==> src/sdsq_pkg.sv <==
// Shared types, codes and helper functions for the SD card SPI sequencer.
package sdsq_pkg;

  typedef enum logic [12:0] {
    PH_IDLE   = 13'b0_0000_0000_0001,
    PH_DUMMY  = 13'b0_0000_0000_0010,
    PH_CMD0   = 13'b0_0000_0000_0100,
    PH_CMD8   = 13'b0_0000_0000_1000,
    PH_CMD55  = 13'b0_0000_0001_0000,
    PH_ACMD41 = 13'b0_0000_0010_0000,
    PH_CMD1   = 13'b0_0000_0100_0000,
    PH_CMD59  = 13'b0_0000_1000_0000,
    PH_CMD16  = 13'b0_0001_0000_0000,
    PH_READY  = 13'b0_0010_0000_0000,
    PH_CMD24  = 13'b0_0100_0000_0000,
    PH_WRITE  = 13'b0_1000_0000_0000,
    PH_FAILED = 13'b1_0000_0000_0000
  } phase_t;

  localparam logic [1:0] EV_START = 2'd0;
  localparam logic [1:0] EV_DONE  = 2'd1;
  localparam logic [1:0] EV_WRITE = 2'd2;

  localparam logic [1:0] SK_NONE  = 2'd0;
  localparam logic [1:0] SK_DUMMY = 2'd1;
  localparam logic [1:0] SK_CMD   = 2'd2;
  localparam logic [1:0] SK_DATA  = 2'd3;

  localparam logic [1:0] ST_BUSY  = 2'd0;
  localparam logic [1:0] ST_READY = 2'd1;
  localparam logic [1:0] ST_IFAIL = 2'd2;
  localparam logic [1:0] ST_WFAIL = 2'd3;

  localparam logic [7:0] R1_OK      = 8'h00;
  localparam logic [7:0] R1_IDLE    = 8'h01;
  localparam logic [7:0] R1_ILLEGAL = 8'h04;
  localparam logic [7:0] R1_OLDCARD = 8'h05;

  localparam logic [0:0] REG_RETRY_LIMIT = 1'd0;
  localparam logic [0:0] REG_BLOCK_LEN   = 1'd1;

  localparam logic [15:0] RetryLimitRst = 16'd1000;
  localparam logic [9:0]  BlockLenRst   = 10'd512;

  localparam logic [31:0] CMD8_ARG    = 32'h0000_01AA;
  localparam logic [31:0] ACMD41_ARG  = 32'h4000_0000;
  localparam logic [7:0]  DATA_TOKEN  = 8'hFE;

  typedef struct packed {
    logic [1:0]  cmd;
    logic [7:0]  resp;
    logic [31:0] block_addr;
  } req_t;

  typedef struct packed {
    logic [1:0]  send_kind;
    logic [7:0]  cmd_byte;
    logic [31:0] cmd_arg;
    logic [7:0]  cmd_crc;
    logic [2:0]  resp_len;
    logic [1:0]  status;
  } res_t;

  typedef struct packed {
    phase_t      phase;
    logic [15:0] retry_count;
    logic [31:0] pending_addr;
  } seq_state_t;

  typedef struct packed {
    logic [15:0] retry_limit;
    logic [9:0]  block_len;
  } cfg_t;

  function automatic res_t frame_res(logic [5:0] idx, logic [31:0] arg, logic [7:0] crc,
                                     logic [2:0] len);
    res_t r;
    r.send_kind = SK_CMD;
    r.cmd_byte  = {2'b01, idx};
    r.cmd_arg   = arg;
    r.cmd_crc   = crc;
    r.resp_len  = len;
    r.status    = ST_BUSY;
    return r;
  endfunction

  function automatic res_t quiet_res(logic [1:0] st);
    res_t r;
    r.send_kind = SK_NONE;
    r.cmd_byte  = 8'd0;
    r.cmd_arg   = 32'd0;
    r.cmd_crc   = 8'd0;
    r.resp_len  = 3'd0;
    r.status    = st;
    return r;
  endfunction

  function automatic logic [1:0] phase_status(phase_t ph);
    logic [1:0] st;
    st = ST_BUSY;
    if (ph == PH_READY) st = ST_READY;
    if (ph == PH_FAILED) st = ST_IFAIL;
    return st;
  endfunction

endpackage

==> src/sdsq_intf.sv <==
// Request, result and register-write channel interfaces.
interface sdsq_req_if;
  logic        valid;
  logic        ready;
  logic [1:0]  cmd;
  logic [7:0]  resp;
  logic [31:0] block_addr;
  modport source (output valid, cmd, resp, block_addr, input ready);
  modport sink   (input valid, cmd, resp, block_addr, output ready);
endinterface

interface sdsq_res_if;
  logic        valid;
  logic        ready;
  logic [1:0]  send_kind;
  logic [7:0]  cmd_byte;
  logic [31:0] cmd_arg;
  logic [7:0]  cmd_crc;
  logic [2:0]  resp_len;
  logic [1:0]  status;
  modport source (output valid, send_kind, cmd_byte, cmd_arg, cmd_crc, resp_len, status,
                  input ready);
  modport sink   (input valid, send_kind, cmd_byte, cmd_arg, cmd_crc, resp_len, status,
                  output ready);
endinterface

interface sdsq_cfg_if;
  logic        valid;
  logic        ready;
  logic [0:0]  index;
  logic [15:0] data;
  modport source (output valid, index, data, input ready);
  modport sink   (input valid, index, data, output ready);
endinterface

==> src/sdsq_cfg_regs.sv <==
// Configuration registers: retry limit and CMD16 block length.
module sdsq_cfg_regs (
  input  logic               clk,
  input  logic               rst,
  input  logic               wr_en,
  input  logic [0:0]         wr_index,
  input  logic [15:0]        wr_data,
  output sdsq_pkg::cfg_t     cfg
);

  always_ff @(posedge clk) begin
    if (rst) begin
      cfg.retry_limit <= sdsq_pkg::RetryLimitRst;
      cfg.block_len   <= sdsq_pkg::BlockLenRst;
    end else if (wr_en) begin
      unique case (wr_index)
        sdsq_pkg::REG_RETRY_LIMIT: cfg.retry_limit <= wr_data;
        sdsq_pkg::REG_BLOCK_LEN:   cfg.block_len   <= wr_data[9:0];
        default: ;
      endcase
    end
  end

endmodule

==> src/sdsq_step.sv <==
// Next-state and next-frame logic for one event.
module sdsq_step (
  input  sdsq_pkg::seq_state_t state,
  input  sdsq_pkg::req_t       req,
  input  sdsq_pkg::cfg_t       cfg,
  output sdsq_pkg::seq_state_t state_next,
  output sdsq_pkg::res_t       res
);

  logic retry_out;
  logic [15:0] retry_inc;

  assign retry_out = state.retry_count >= cfg.retry_limit;
  assign retry_inc = state.retry_count + 16'd1;

  always_comb begin
    state_next = state;
    res        = sdsq_pkg::quiet_res(sdsq_pkg::phase_status(state.phase));
    priority if (req.cmd == sdsq_pkg::EV_START) begin
      state_next.phase       = sdsq_pkg::PH_DUMMY;
      state_next.retry_count = 16'd0;
      res                    = sdsq_pkg::quiet_res(sdsq_pkg::ST_BUSY);
      res.send_kind          = sdsq_pkg::SK_DUMMY;
    end else if (req.cmd == sdsq_pkg::EV_DONE) begin
      unique case (state.phase)
        sdsq_pkg::PH_DUMMY: begin
          state_next.phase = sdsq_pkg::PH_CMD0;
          res = sdsq_pkg::frame_res(6'd0, 32'd0, 8'h95, 3'd1);
        end
        sdsq_pkg::PH_CMD0: begin
          if (req.resp == sdsq_pkg::R1_IDLE) begin
            state_next.phase = sdsq_pkg::PH_CMD8;
            res = sdsq_pkg::frame_res(6'd8, sdsq_pkg::CMD8_ARG, 8'h87, 3'd5);
          end else begin
            state_next.phase = sdsq_pkg::PH_FAILED;
            res = sdsq_pkg::quiet_res(sdsq_pkg::ST_IFAIL);
          end
        end
        sdsq_pkg::PH_CMD8: begin
          if (req.resp == sdsq_pkg::R1_IDLE) begin
            state_next.phase = sdsq_pkg::PH_CMD55;
            res = sdsq_pkg::frame_res(6'd55, 32'd0, 8'h65, 3'd1);
          end else begin
            state_next.phase = sdsq_pkg::PH_FAILED;
            res = sdsq_pkg::quiet_res(sdsq_pkg::ST_IFAIL);
          end
        end
        sdsq_pkg::PH_CMD55: begin
          priority if (req.resp == sdsq_pkg::R1_OLDCARD) begin
            state_next.phase = sdsq_pkg::PH_CMD1;
            res = sdsq_pkg::frame_res(6'd1, 32'd0, 8'hF9, 3'd1);
          end else if (req.resp == sdsq_pkg::R1_IDLE) begin
            state_next.phase = sdsq_pkg::PH_ACMD41;
            res = sdsq_pkg::frame_res(6'd41, sdsq_pkg::ACMD41_ARG, 8'h77, 3'd1);
          end else begin
            state_next.phase = sdsq_pkg::PH_FAILED;
            res = sdsq_pkg::quiet_res(sdsq_pkg::ST_IFAIL);
          end
        end
        sdsq_pkg::PH_ACMD41, sdsq_pkg::PH_CMD1: begin
          priority if (req.resp == sdsq_pkg::R1_OK) begin
            state_next.phase = sdsq_pkg::PH_CMD59;
            res = sdsq_pkg::frame_res(6'd59, 32'd0, 8'hFF, 3'd1);
          end else if (req.resp == sdsq_pkg::R1_IDLE && !retry_out) begin
            state_next.retry_count = retry_inc;
            if (state.phase == sdsq_pkg::PH_CMD1) begin
              state_next.phase = sdsq_pkg::PH_CMD1;
              res = sdsq_pkg::frame_res(6'd1, 32'd0, 8'hF9, 3'd1);
            end else begin
              state_next.phase = sdsq_pkg::PH_CMD55;
              res = sdsq_pkg::frame_res(6'd55, 32'd0, 8'h65, 3'd1);
            end
          end else begin
            state_next.phase = sdsq_pkg::PH_FAILED;
            res = sdsq_pkg::quiet_res(sdsq_pkg::ST_IFAIL);
          end
        end
        sdsq_pkg::PH_CMD59: begin
          state_next.phase = sdsq_pkg::PH_CMD16;
          res = sdsq_pkg::frame_res(6'd16, {22'd0, cfg.block_len}, 8'hFF, 3'd1);
        end
        sdsq_pkg::PH_CMD16: begin
          if (req.resp == sdsq_pkg::R1_OK || req.resp == sdsq_pkg::R1_IDLE ||
              req.resp == sdsq_pkg::R1_ILLEGAL) begin
            state_next.phase = sdsq_pkg::PH_READY;
            res = sdsq_pkg::quiet_res(sdsq_pkg::ST_READY);
          end else begin
            state_next.phase = sdsq_pkg::PH_FAILED;
            res = sdsq_pkg::quiet_res(sdsq_pkg::ST_IFAIL);
          end
        end
        sdsq_pkg::PH_CMD24: begin
          if (req.resp == sdsq_pkg::R1_OK) begin
            state_next.phase = sdsq_pkg::PH_WRITE;
            res           = sdsq_pkg::quiet_res(sdsq_pkg::ST_BUSY);
            res.send_kind = sdsq_pkg::SK_DATA;
            res.cmd_byte  = sdsq_pkg::DATA_TOKEN;
            res.cmd_arg   = state.pending_addr;
            res.resp_len  = 3'd1;
          end else begin
            state_next.phase = sdsq_pkg::PH_READY;
            res = sdsq_pkg::quiet_res(sdsq_pkg::ST_WFAIL);
          end
        end
        sdsq_pkg::PH_WRITE: begin
          state_next.phase = sdsq_pkg::PH_READY;
          res = sdsq_pkg::quiet_res(sdsq_pkg::ST_READY);
        end
        default: ;
      endcase
    end else if (req.cmd == sdsq_pkg::EV_WRITE && state.phase == sdsq_pkg::PH_READY) begin
      state_next.phase        = sdsq_pkg::PH_CMD24;
      state_next.pending_addr = req.block_addr;
      res = sdsq_pkg::frame_res(6'd24, req.block_addr, 8'h00, 3'd1);
    end else begin
      // ignored event: quiet result with the phase status
    end
  end

endmodule

==> src/sd_spi_init_and_write_sequencer_core.sv <==
// Top level of the SD card SPI-mode init and block-write sequencer.
// Each event request yields one result request, the frame to send next and a status.
// An event passes an input register and then a result register before its result is shown;
// one event is taken every cycle while the result side keeps up, and the combinational
// phase update between the two registers sets that rate.
// Register writes are taken every cycle and belong in quiet periods only.
module sd_spi_init_and_write_sequencer_core (
  input logic       clk,
  input logic       rst,
  sdsq_req_if.sink  req,
  sdsq_res_if.source rsp,
  sdsq_cfg_if.sink  cfg
);

  sdsq_pkg::cfg_t       cfg_q;
  sdsq_pkg::seq_state_t state;
  sdsq_pkg::seq_state_t state_next;
  sdsq_pkg::req_t       in_q;
  sdsq_pkg::res_t       res_next;
  sdsq_pkg::res_t       res_q;
  logic                 in_valid;
  logic                 out_valid;
  logic                 advance;

  assign cfg.ready = 1'b1;

  sdsq_cfg_regs u_cfg (
    .clk      (clk),
    .rst      (rst),
    .wr_en    (cfg.valid),
    .wr_index (cfg.index),
    .wr_data  (cfg.data),
    .cfg      (cfg_q)
  );

  sdsq_step u_step (
    .state      (state),
    .req        (in_q),
    .cfg        (cfg_q),
    .state_next (state_next),
    .res        (res_next)
  );

  assign advance   = !out_valid || rsp.ready;
  assign req.ready = !in_valid || advance;

  always_ff @(posedge clk) begin
    if (rst) begin
      in_valid <= 1'b0;
    end else if (req.ready) begin
      in_valid <= req.valid;
    end
  end

  always_ff @(posedge clk) begin
    if (req.valid && req.ready) begin
      in_q.cmd        <= req.cmd;
      in_q.resp       <= req.resp;
      in_q.block_addr <= req.block_addr;
    end
  end

  always_ff @(posedge clk) begin
    if (rst) begin
      out_valid          <= 1'b0;
      state.phase        <= sdsq_pkg::PH_IDLE;
      state.retry_count  <= 16'd0;
      state.pending_addr <= 32'd0;
    end else if (advance) begin
      out_valid <= in_valid;
      if (in_valid) begin
        state <= state_next;
      end
    end
  end

  always_ff @(posedge clk) begin
    if (advance && in_valid) begin
      res_q <= res_next;
    end
  end

  assign rsp.valid     = out_valid;
  assign rsp.send_kind = res_q.send_kind;
  assign rsp.cmd_byte  = res_q.cmd_byte;
  assign rsp.cmd_arg   = res_q.cmd_arg;
  assign rsp.cmd_crc   = res_q.cmd_crc;
  assign rsp.resp_len  = res_q.resp_len;
  assign rsp.status    = res_q.status;

endmodule

==> src/flat_wrapper.sv <==
// flat-port wrapper written by rule: the top's interface ports become plain ports
module sd_spi_init_and_write_sequencer_core_flat 
  (clk, rst, req_valid, req_cmd, req_resp, req_block_addr, req_ready, rsp_valid, rsp_send_kind, rsp_cmd_byte, rsp_cmd_arg, rsp_cmd_crc, rsp_resp_len, rsp_status, rsp_ready, cfg_valid, cfg_index, cfg_data, cfg_ready);
  sdsq_req_if req_i ();
  sdsq_res_if rsp_i ();
  sdsq_cfg_if cfg_i ();
  input logic clk;
  input logic rst;
  input wire logic [$bits(req_i.valid)-1:0] req_valid;
  input wire logic [$bits(req_i.cmd)-1:0] req_cmd;
  input wire logic [$bits(req_i.resp)-1:0] req_resp;
  input wire logic [$bits(req_i.block_addr)-1:0] req_block_addr;
  output wire logic [$bits(req_i.ready)-1:0] req_ready;
  output wire logic [$bits(rsp_i.valid)-1:0] rsp_valid;
  output wire logic [$bits(rsp_i.send_kind)-1:0] rsp_send_kind;
  output wire logic [$bits(rsp_i.cmd_byte)-1:0] rsp_cmd_byte;
  output wire logic [$bits(rsp_i.cmd_arg)-1:0] rsp_cmd_arg;
  output wire logic [$bits(rsp_i.cmd_crc)-1:0] rsp_cmd_crc;
  output wire logic [$bits(rsp_i.resp_len)-1:0] rsp_resp_len;
  output wire logic [$bits(rsp_i.status)-1:0] rsp_status;
  input wire logic [$bits(rsp_i.ready)-1:0] rsp_ready;
  input wire logic [$bits(cfg_i.valid)-1:0] cfg_valid;
  input wire logic [$bits(cfg_i.index)-1:0] cfg_index;
  input wire logic [$bits(cfg_i.data)-1:0] cfg_data;
  output wire logic [$bits(cfg_i.ready)-1:0] cfg_ready;
  assign req_i.valid = req_valid;
  assign req_i.cmd = req_cmd;
  assign req_i.resp = req_resp;
  assign req_i.block_addr = req_block_addr;
  assign req_ready = req_i.ready;
  assign rsp_valid = rsp_i.valid;
  assign rsp_send_kind = rsp_i.send_kind;
  assign rsp_cmd_byte = rsp_i.cmd_byte;
  assign rsp_cmd_arg = rsp_i.cmd_arg;
  assign rsp_cmd_crc = rsp_i.cmd_crc;
  assign rsp_resp_len = rsp_i.resp_len;
  assign rsp_status = rsp_i.status;
  assign rsp_i.ready = rsp_ready;
  assign cfg_i.valid = cfg_valid;
  assign cfg_i.index = cfg_index;
  assign cfg_i.data = cfg_data;
  assign cfg_ready = cfg_i.ready;
  sd_spi_init_and_write_sequencer_core u_core (.clk(clk), .rst(rst), .req(req_i), .rsp(rsp_i), .cfg(cfg_i));
endmodule
==> config.mk <==
export PLATFORM = sky130hd
export DESIGN_NAME = sd_spi_init_and_write_sequencer_core_flat
export DESIGN_NICKNAME = d
export VERILOG_FILES = /design/src/sdsq_pkg.sv /design/src/sdsq_intf.sv /design/src/sdsq_cfg_regs.sv /design/src/sdsq_step.sv /design/src/sd_spi_init_and_write_sequencer_core.sv /design/src/flat_wrapper.sv
export SDC_FILE = /design/constraint.sdc
export NUM_CORES = 1
export LEC_CHECK = 0
export ABC_AREA = 1
export CAP_MARGIN = 20
export CELL_PAD_IN_SITES_DETAIL_PLACEMENT = 0
export CELL_PAD_IN_SITES_GLOBAL_PLACEMENT = 2
export CORE_MARGIN = 2
export CORE_UTILIZATION = 34
export DETAILED_ROUTE_END_ITERATION = 10
export DONT_BUFFER_PORTS = 1
export GPL_ROUTABILITY_DRIVEN = 0
export PLACE_DENSITY = 0.87
export SETUP_SLACK_MARGIN = 0.05
export SYNTH_ARGS = -nofsm -noshare
export SYNTH_HDL_FRONTEND = slang
export SYNTH_HIERARCHICAL = 1
export SYNTH_SLANG_ARGS = --single-unit
==> constraint.sdc <==
create_clock -name clk -period 2.1 [get_ports clk]
set_input_delay 0.42 -clock clk [delete_from_list [all_inputs] [get_ports clk]]
set_output_delay 0.42 -clock clk [all_outputs]
set_load 0.02 [all_outputs]
==> results of run 1 <==
synth_stat cells (5+ instances only):
cell      count  area [µm²]
inv_2         5        18.8
edfxtp_1     97        2910
inv_1       159         597
nor3_1       15        75.1
buf_4        13        97.6
nand2_1     339        1270
ha_1         17         213
nor2_2       10        62.6
dfxtp_1      89        1780
clkbuf_1     10        37.5
nand4_1       7        43.8
buf_2        22         110
a21oi_1      78         390
o21ai_0      21         105
nor2_4        7        78.8
nor2_1      173         649
buf_6        11         124
nand3_1     152         761
final timing paths:
kind | slack, ns | endpoint | from
min | 0.04 | u_core/in_valid$_SDFFE_PP0P_ | rst
max | 0.04 | u_core/rsp.cmd_arg[24]$_DFFE_PP_ | u_core/state[49]$_SDFFE_PP0P_
max reg2reg | 0.04 | u_core/rsp.cmd_arg[24]$_DFFE_PP_ | u_core/state[49]$_SDFFE_PP0P_
min reg2reg | 0.47 | u_core/u_cfg/cfg[18]$_SDFFE_PP1P_ | u_core/u_cfg/cfg[18]$_SDFFE_PP1P_
layer usage:
layer	vias up	wire (µm)	track usage, %
met5	-	0	0
met4	0	158	3.56
met3	10	1270	3.89
met2	142	11900	27.2
met1	3768	12500	23.9
li1	4216	-	-
sequential cells by signal, summed over array words and instances, names as in the netlist:
name,count
u_core/in_q,42
u_core/in_valid,1
u_core/rsp.cmd_arg,32
u_core/rsp.cmd_byte,8
u_core/rsp.cmd_crc,8
u_core/rsp.resp_len,3
u_core/rsp.send_kind,2
u_core/rsp.status,2
u_core/rsp.valid,1
u_core/state,61
u_core/u_cfg/cfg,26
stage by stage:
stage	power [µW]	utilization, %	std cells	hold slack [ns]
after detailed placement	5170	38.4	1693	0.446
after floorplan	4890	-	1266	0.429
after CTS	8580	42.1	1734	0.0235
after global placement	5160	38.4	1693	0.443
after global routing	8930	43.3	1740	0.0220
final	8520	43.3	1740	0.0360
final cells by class:
type                            count  area [µm²]  share of cell area [%]
Clock buffer                       17         425                    3.52
Multi-Input combinational cell    852        4500                    37.3
Timing Repair Buffer              125        1100                    9.15
Sequential cell                   186        4740                    39.3
Clock inverter                     15         181                    1.50
Inverter                          167         649                    5.38
Tap cell                          378         473                    3.92
what timing repair did:
action	CTS	global route
pin swaps	48	37
endpoints found under the hold margin	0	0
gates cloned	0	2
setup buffers	9	4
gates resized for setup	99	83
setup endpoints to repair	105	106
where the power goes:
| part | switching [µW] | internal, µW |
|---|---|---|
| combinational | 622 | 423 |
| sequential | 157 | 4020 |
| clock | 1590 | 1710 |
| total | 2370 | 6150 |
cell families (layout without fill, tap and decap cells):
kind of cell	after synthesis	after routing	synth area share [%]
other	2	2	0.0777
buffers and inverters	228	324	10.6
adders and majority gates	17	17	2.20
AOI/OAI and AO/OA	112	112	6.04
and+or+nand+nor	720	720	32.4
xor gates and xnor gates	1	1	0.0906
DFF	186	186	48.6
critical path: stages (launching register included):
cell	delay, ns
dfxtp_2	0.34
buf_4	0.13
inv_1	0.11
nand2_2	0.10
nor2_2	0.14
o21ai_2	0.10
nand2_2	0.06
inv_2	0.04
nand3_4	0.09
nand3_4	0.14
nor2_8	0.32
clkbuf_16	0.23
nand3_1	0.07
nand2_1	0.07
==> results.tsv, run 1 <==
metric	value	unit
finalCriticalPeriod	2.06	ns
cts_buffer_depth	2	
min_path_cells	1	
floorplan.core_area	27900	µm²
grt_antenna_before_repair	0	
post-route-period-util	98.3	%
post-dp-hpwl	17.7	mm
boundaryPins	122	
max-vdd-ir-drop	0.491	mV
power.leakage	0.00543	µW
final_layout_net_count	1430	
synth_sequential_area_ratio	48.6	%
syn_area	9670	µm²
portBuffers	0	
drc	0	
vias_per_cell	4.68	
final_common_cell	nand2_1	
synth_top_flop_cell	edfxtp_1	
synth_enable_flop_cells	97	
most-common-layout-cells	nand2_1 (314), nor2_1 (149), nand3_1 (145)	
min-delay-path-class	primary input to flip-flop	
finalHoldViolCount	0	
ant_nets	0	
drive_gt1_share	24.5	%
post-route-worst-setup-slack	0.0353	ns
start_util	34.7	%
grt_start_max_net_pins	123	
placement.cell_area	10700	µm²
pwr_density_cell	706	nW/µm²
grt_usage	17.1	%
drt_pass1_iterations	4	
yosys.cell_types.count	43	
hold_buffers	0	
timing_worst_setup_path_type	flip-flop to flip-flop	
globalRoute.totalOverflow	0	
n_antenna_cell	0	
yosysWarningCount	6	
grt_setup_unrepaired	true	
grt_pass1_wl	40.7	mm
clock_skew	0.0160	ns
maxSlewViolCount	0	
depth_of_the_worst_register_to_register_path	13	
num-fill-cells	2829	
vias	8136	
totalNegativeSetupSlack	0	ns
cap_viol_max_count	0	
die-area	29800	µm²
slew_headroom	40.5	%
finalWirelength	25.8	mm
synth-async-reset-ratio	0	%
initialDrtViolationCount	506	
ys_ff_latch	186	
setup_viol	0	
worst_pin_slew	0.892	ns
first_global_vias	7542	
die-width	173	µm
clkTransAtPathRegs	0.08	ns
critical_path.endpoint_type	flip-flop	
number_of_core_rows	61	
cp_data_required_time	2.41	ns
outcome	finished, final reports clean	
clkSinkCount	186	
cts.root.buffer_cell	clkbuf_16	
cts_htree_levels	4	
area_growth_syn_to_layout	24.9	%
die-height	173	µm
fmax	484	MHz
final_cell_area	12100	µm²
synth_cells	1266	
syn-mean-instance-area	7.64	µm²
cts_inserted_buffers	17	
worst-path-max-fanout	9	
worst_skew_late_latency	0.44	ns
net_count_after_synthesis	1347	
critical_path.startpoint_type	flip-flop	
tritoncts_clock_tree	built	
drt-wirelength-per-cell	14.8	µm
worst_ep_arrival_time	2.38	ns
place_worst_setup_slack	-0.255	ns
No activity file was read; power rests on OpenSTA's default activity.
==> run 2, diff against run 1 <==
Settings changed: ABC_AREA 1 to not set, CORE_UTILIZATION 34 to 38, CTS_BUF_LIST set to sky130_fd_sc_hd__clkbuf_8, PLACE_DENSITY 0.87 to 0.88, SLEW_MARGIN set to 25.
==> results.tsv, run 2 <==
metric	value	unit	change
synth_cells	949		-25%
worst_ep_arrival_time	2.84	ns	+0.46 ns
finalCriticalPeriod	2.63	ns	+0.561 ns
clock_skew	0.0303	ns	+0.0143 ns
maxSlewViolCount	0		unchanged
final_layout_net_count	1177		-18%
groute.layer.met2.usage	31.7	%	+4.5 points
yosysTopAreaCellShare	30.6	%	+0.48 points
drt-wirelength-per-cell	17.7	µm	+20%
cts_inserted_buffers	17		unchanged
violations	negative setup slack		
floorplan.core_area	24500	µm²	-12%
tritoncts_clock_tree	built		
die-height	162	µm	-6.0%
worst_skew_late_latency	0.48	ns	+0.04 ns
yosys.cell_types.count	76		+77%
cp_cell_sequence	inv_2 -> ha_4 -> nand4_1 -> or4_4 -> o32a_4 -> nand2_8 -> buf_6 -> o311ai_4 -> nand3b_1 -> a21o_1		
portBuffers	0		unchanged
grt_antenna_before_repair	0		unchanged
number_of_core_rows	57		-6.6%
most_used_standard_cells_in_the_synthesized_netlist	nand2_1 (172), nand2b_1 (143), edfxtp_1 (97)		
critical_path.endpoint_type	flip-flop		
cp_data_required_time	2.32	ns	-0.09 ns
placement.cell_area	10600	µm²	-0.83%
n_antenna_cell	0		unchanged
pwr_density_cell	537	nW/µm²	-24%
num-fill-cells	2145		-24%
ant_nets	0		unchanged
ys_ff_latch	186		unchanged
synth_top_flop_cell	edfxtp_1		
synth_sequential_area_ratio	49.3	%	+0.77 points
boundaryPins	122		unchanged
fmax	381	MHz	-21%
cts_buffer_depth	2		unchanged
worst-path-max-fanout	5		-4
critical_path_s_largest_stage_delay	0.54	ns	+0.20 ns
syn_area	9520	µm²	-1.6%
final_cell_area	12900	µm²	+6.4%
registers.top_by_ff_count	u_core/state		
synth_top_area_cell	edfxtp_1		
setup_viol	112		+112
cts.root.buffer_cell	clkbuf_8		
die-width	162	µm	-6.0%
post-dp-hpwl	15.3	mm	-13%
groute.layer.met1.usage	24.8	%	+0.90 points
first_global_vias	7240		-4.0%
post-route-period-util	125	%	+27 points
grt_setup_unrepaired	true		
net_count_after_synthesis	1030		-24%
clkSinkCount	186		unchanged
globalRoute.totalOverflow	0		unchanged
timing_worst_setup_path_type	flip-flop to flip-flop		
synth.top_cells.by_area	edfxtp_1 (31%), dfxtp_1 (19%), nand2b_1 (9.4%), mux2i_1 (8.3%), nand2_1 (6.8%)		
grt_usage	19.2	%	+2.0 points
drc	0		unchanged
critical_path.startpoint_type	flip-flop		
vias	7350		-9.7%
finalHoldViolCount	0		unchanged
vias_per_cell	5.13		+9.7%
initialDrtViolationCount	471		-6.9%
flip_flop_count_of_the_largest_register_all_copies_and_words_added	61		unchanged
power.leakage	0.00540	µW	-0.67%
min-delay-path-class	primary input to flip-flop		
syn-mean-instance-area	10.0	µm²	+31%
synth_most_common_cell	nand2_1		
final_common_cell	nand2b_1		
final_util	52.5	%	+9.2 points
global_route.peak_usage_layer	met2		
start_util	38.9	%	+4.2 points
post-route-worst-setup-slack	-0.525	ns	-0.561 ns
most-common-layout-cells	nand2b_1 (142), buf_4 (109), edfxtp_1 (97)		
grt_util_met3	4.44	%	+0.55 points
synth-async-reset-ratio	0	%	unchanged
crit_path_top_delay_cell	or4_4		
area_growth_syn_to_layout	35.0	%	
slew_headroom	61.6	%	+21 points
drive_gt1_share	38.4	%	+14 points
totalNegativeSetupSlack	-36.35	ns	-36.35 ns
worst_pin_slew	0.576	ns	-0.316 ns
outcome	finished, violations left		
clkTransAtPathRegs	0.11	ns	+0.03 ns
grt_pass1_wl	39.5	mm	-3.0%
finalWirelength	25.4	mm	-1.5%
drt_pass1_iterations	4		unchanged
max-vdd-ir-drop	0.356	mV	-28%
yosysWarningCount	6		unchanged
die-area	26300	µm²	-12%
cap_viol_max_count	0		unchanged
synth_enable_flop_cells	97		unchanged
cts_htree_levels	4		unchanged
grt_start_max_net_pins	163		+33%
## run 2: cell type report
class | count | area [µm²] | share of cell area [%]
Clock inverter | 15 | 155 | 1.21
Clock buffer | 17 | 234 | 1.82
Timing Repair Buffer | 187 | 1940 | 15.1
Sequential cell | 186 | 4720 | 36.8
Multi-Input combinational cell | 676 | 5290 | 41.2
Tap cell | 324 | 405 | 3.15
Inverter | 28 | 105 | 0.818
## run 2: timing repair
action | in CTS | in global routing
resized for setup | 160 | 159
pin swaps | 89 | 103
setup buffers | 33 | 26
setup endpoints to repair | 115 | 115
gates cloned | 8 | 2
hold buffers | 13 | 0
hold endpoints to repair | 16 | 0
## run 2: metrics by stage
step / hold WS, ns / std cells / setup WS [ns] / total power [µW]
after floorplan: 0.442 / 949 / -0.407 / 4430
after global placement: 0.459 / 1332 / -0.518 / 4480
after detailed placement: 0.460 / 1332 / -0.563 / 4490
after CTS: 0.00122 / 1414 / -0.544 / 6980
after global routing: 0.00279 / 1433 / -0.622 / 7150
final: 0.0386 / 1433 / -0.525 / 6910
## run 2: critical path, delay by kind of cell (launching register included)
kind / cells / cell delay (ns)
AO/OA/AOI/OAI: 3 / 0.66
adder cells (fa/ha/maj): 1 / 0.26
buffers and inverters: 2 / 0.16
flip-flops: 1 / 0.35
AND/OR/NAND/NOR: 4 / 0.95
## run 2: final timing paths
kind         depth (start not counted)  slack, ns                              start                                end
min reg2reg                          2       0.48  u_core/u_cfg/cfg[21]$_SDFFE_PP0P_  u_core/u_cfg/cfg[21]$_SDFFE_PP0P_
max                                 10      -0.53  u_core/u_cfg/cfg[19]$_SDFFE_PP1P_   u_core/rsp.resp_len[0]$_DFFE_PP_
max reg2reg                         10      -0.53  u_core/u_cfg/cfg[19]$_SDFFE_PP1P_   u_core/rsp.resp_len[0]$_DFFE_PP_
min                                  0       0.04                  req_block_addr[4]           u_core/in_q[4]$_DFFE_PP_
## run 2: kinds of logic after synthesis
kind of cell	synth area share, %
simple gates	26.3
flops	49.3
compound gates	7.30
buf+inv	5.60
mux	8.31
fa+ha+maj	2.23
xor+xnor	0.828
other cells	0.0789
## run 2: routing by layer
layer	up-vias	routed length, µm
li1	3574	-
met1	3552	11500
met2	195	12100
met3	29	1300
met4	0	494
met5	-	0
## run 2: power by group
| group | internal, µW | switching [µW] |
|---|---|---|
| registers | 3940 | 123 |
| clock network | 984 | 1430 |
| logic | 220 | 214 |
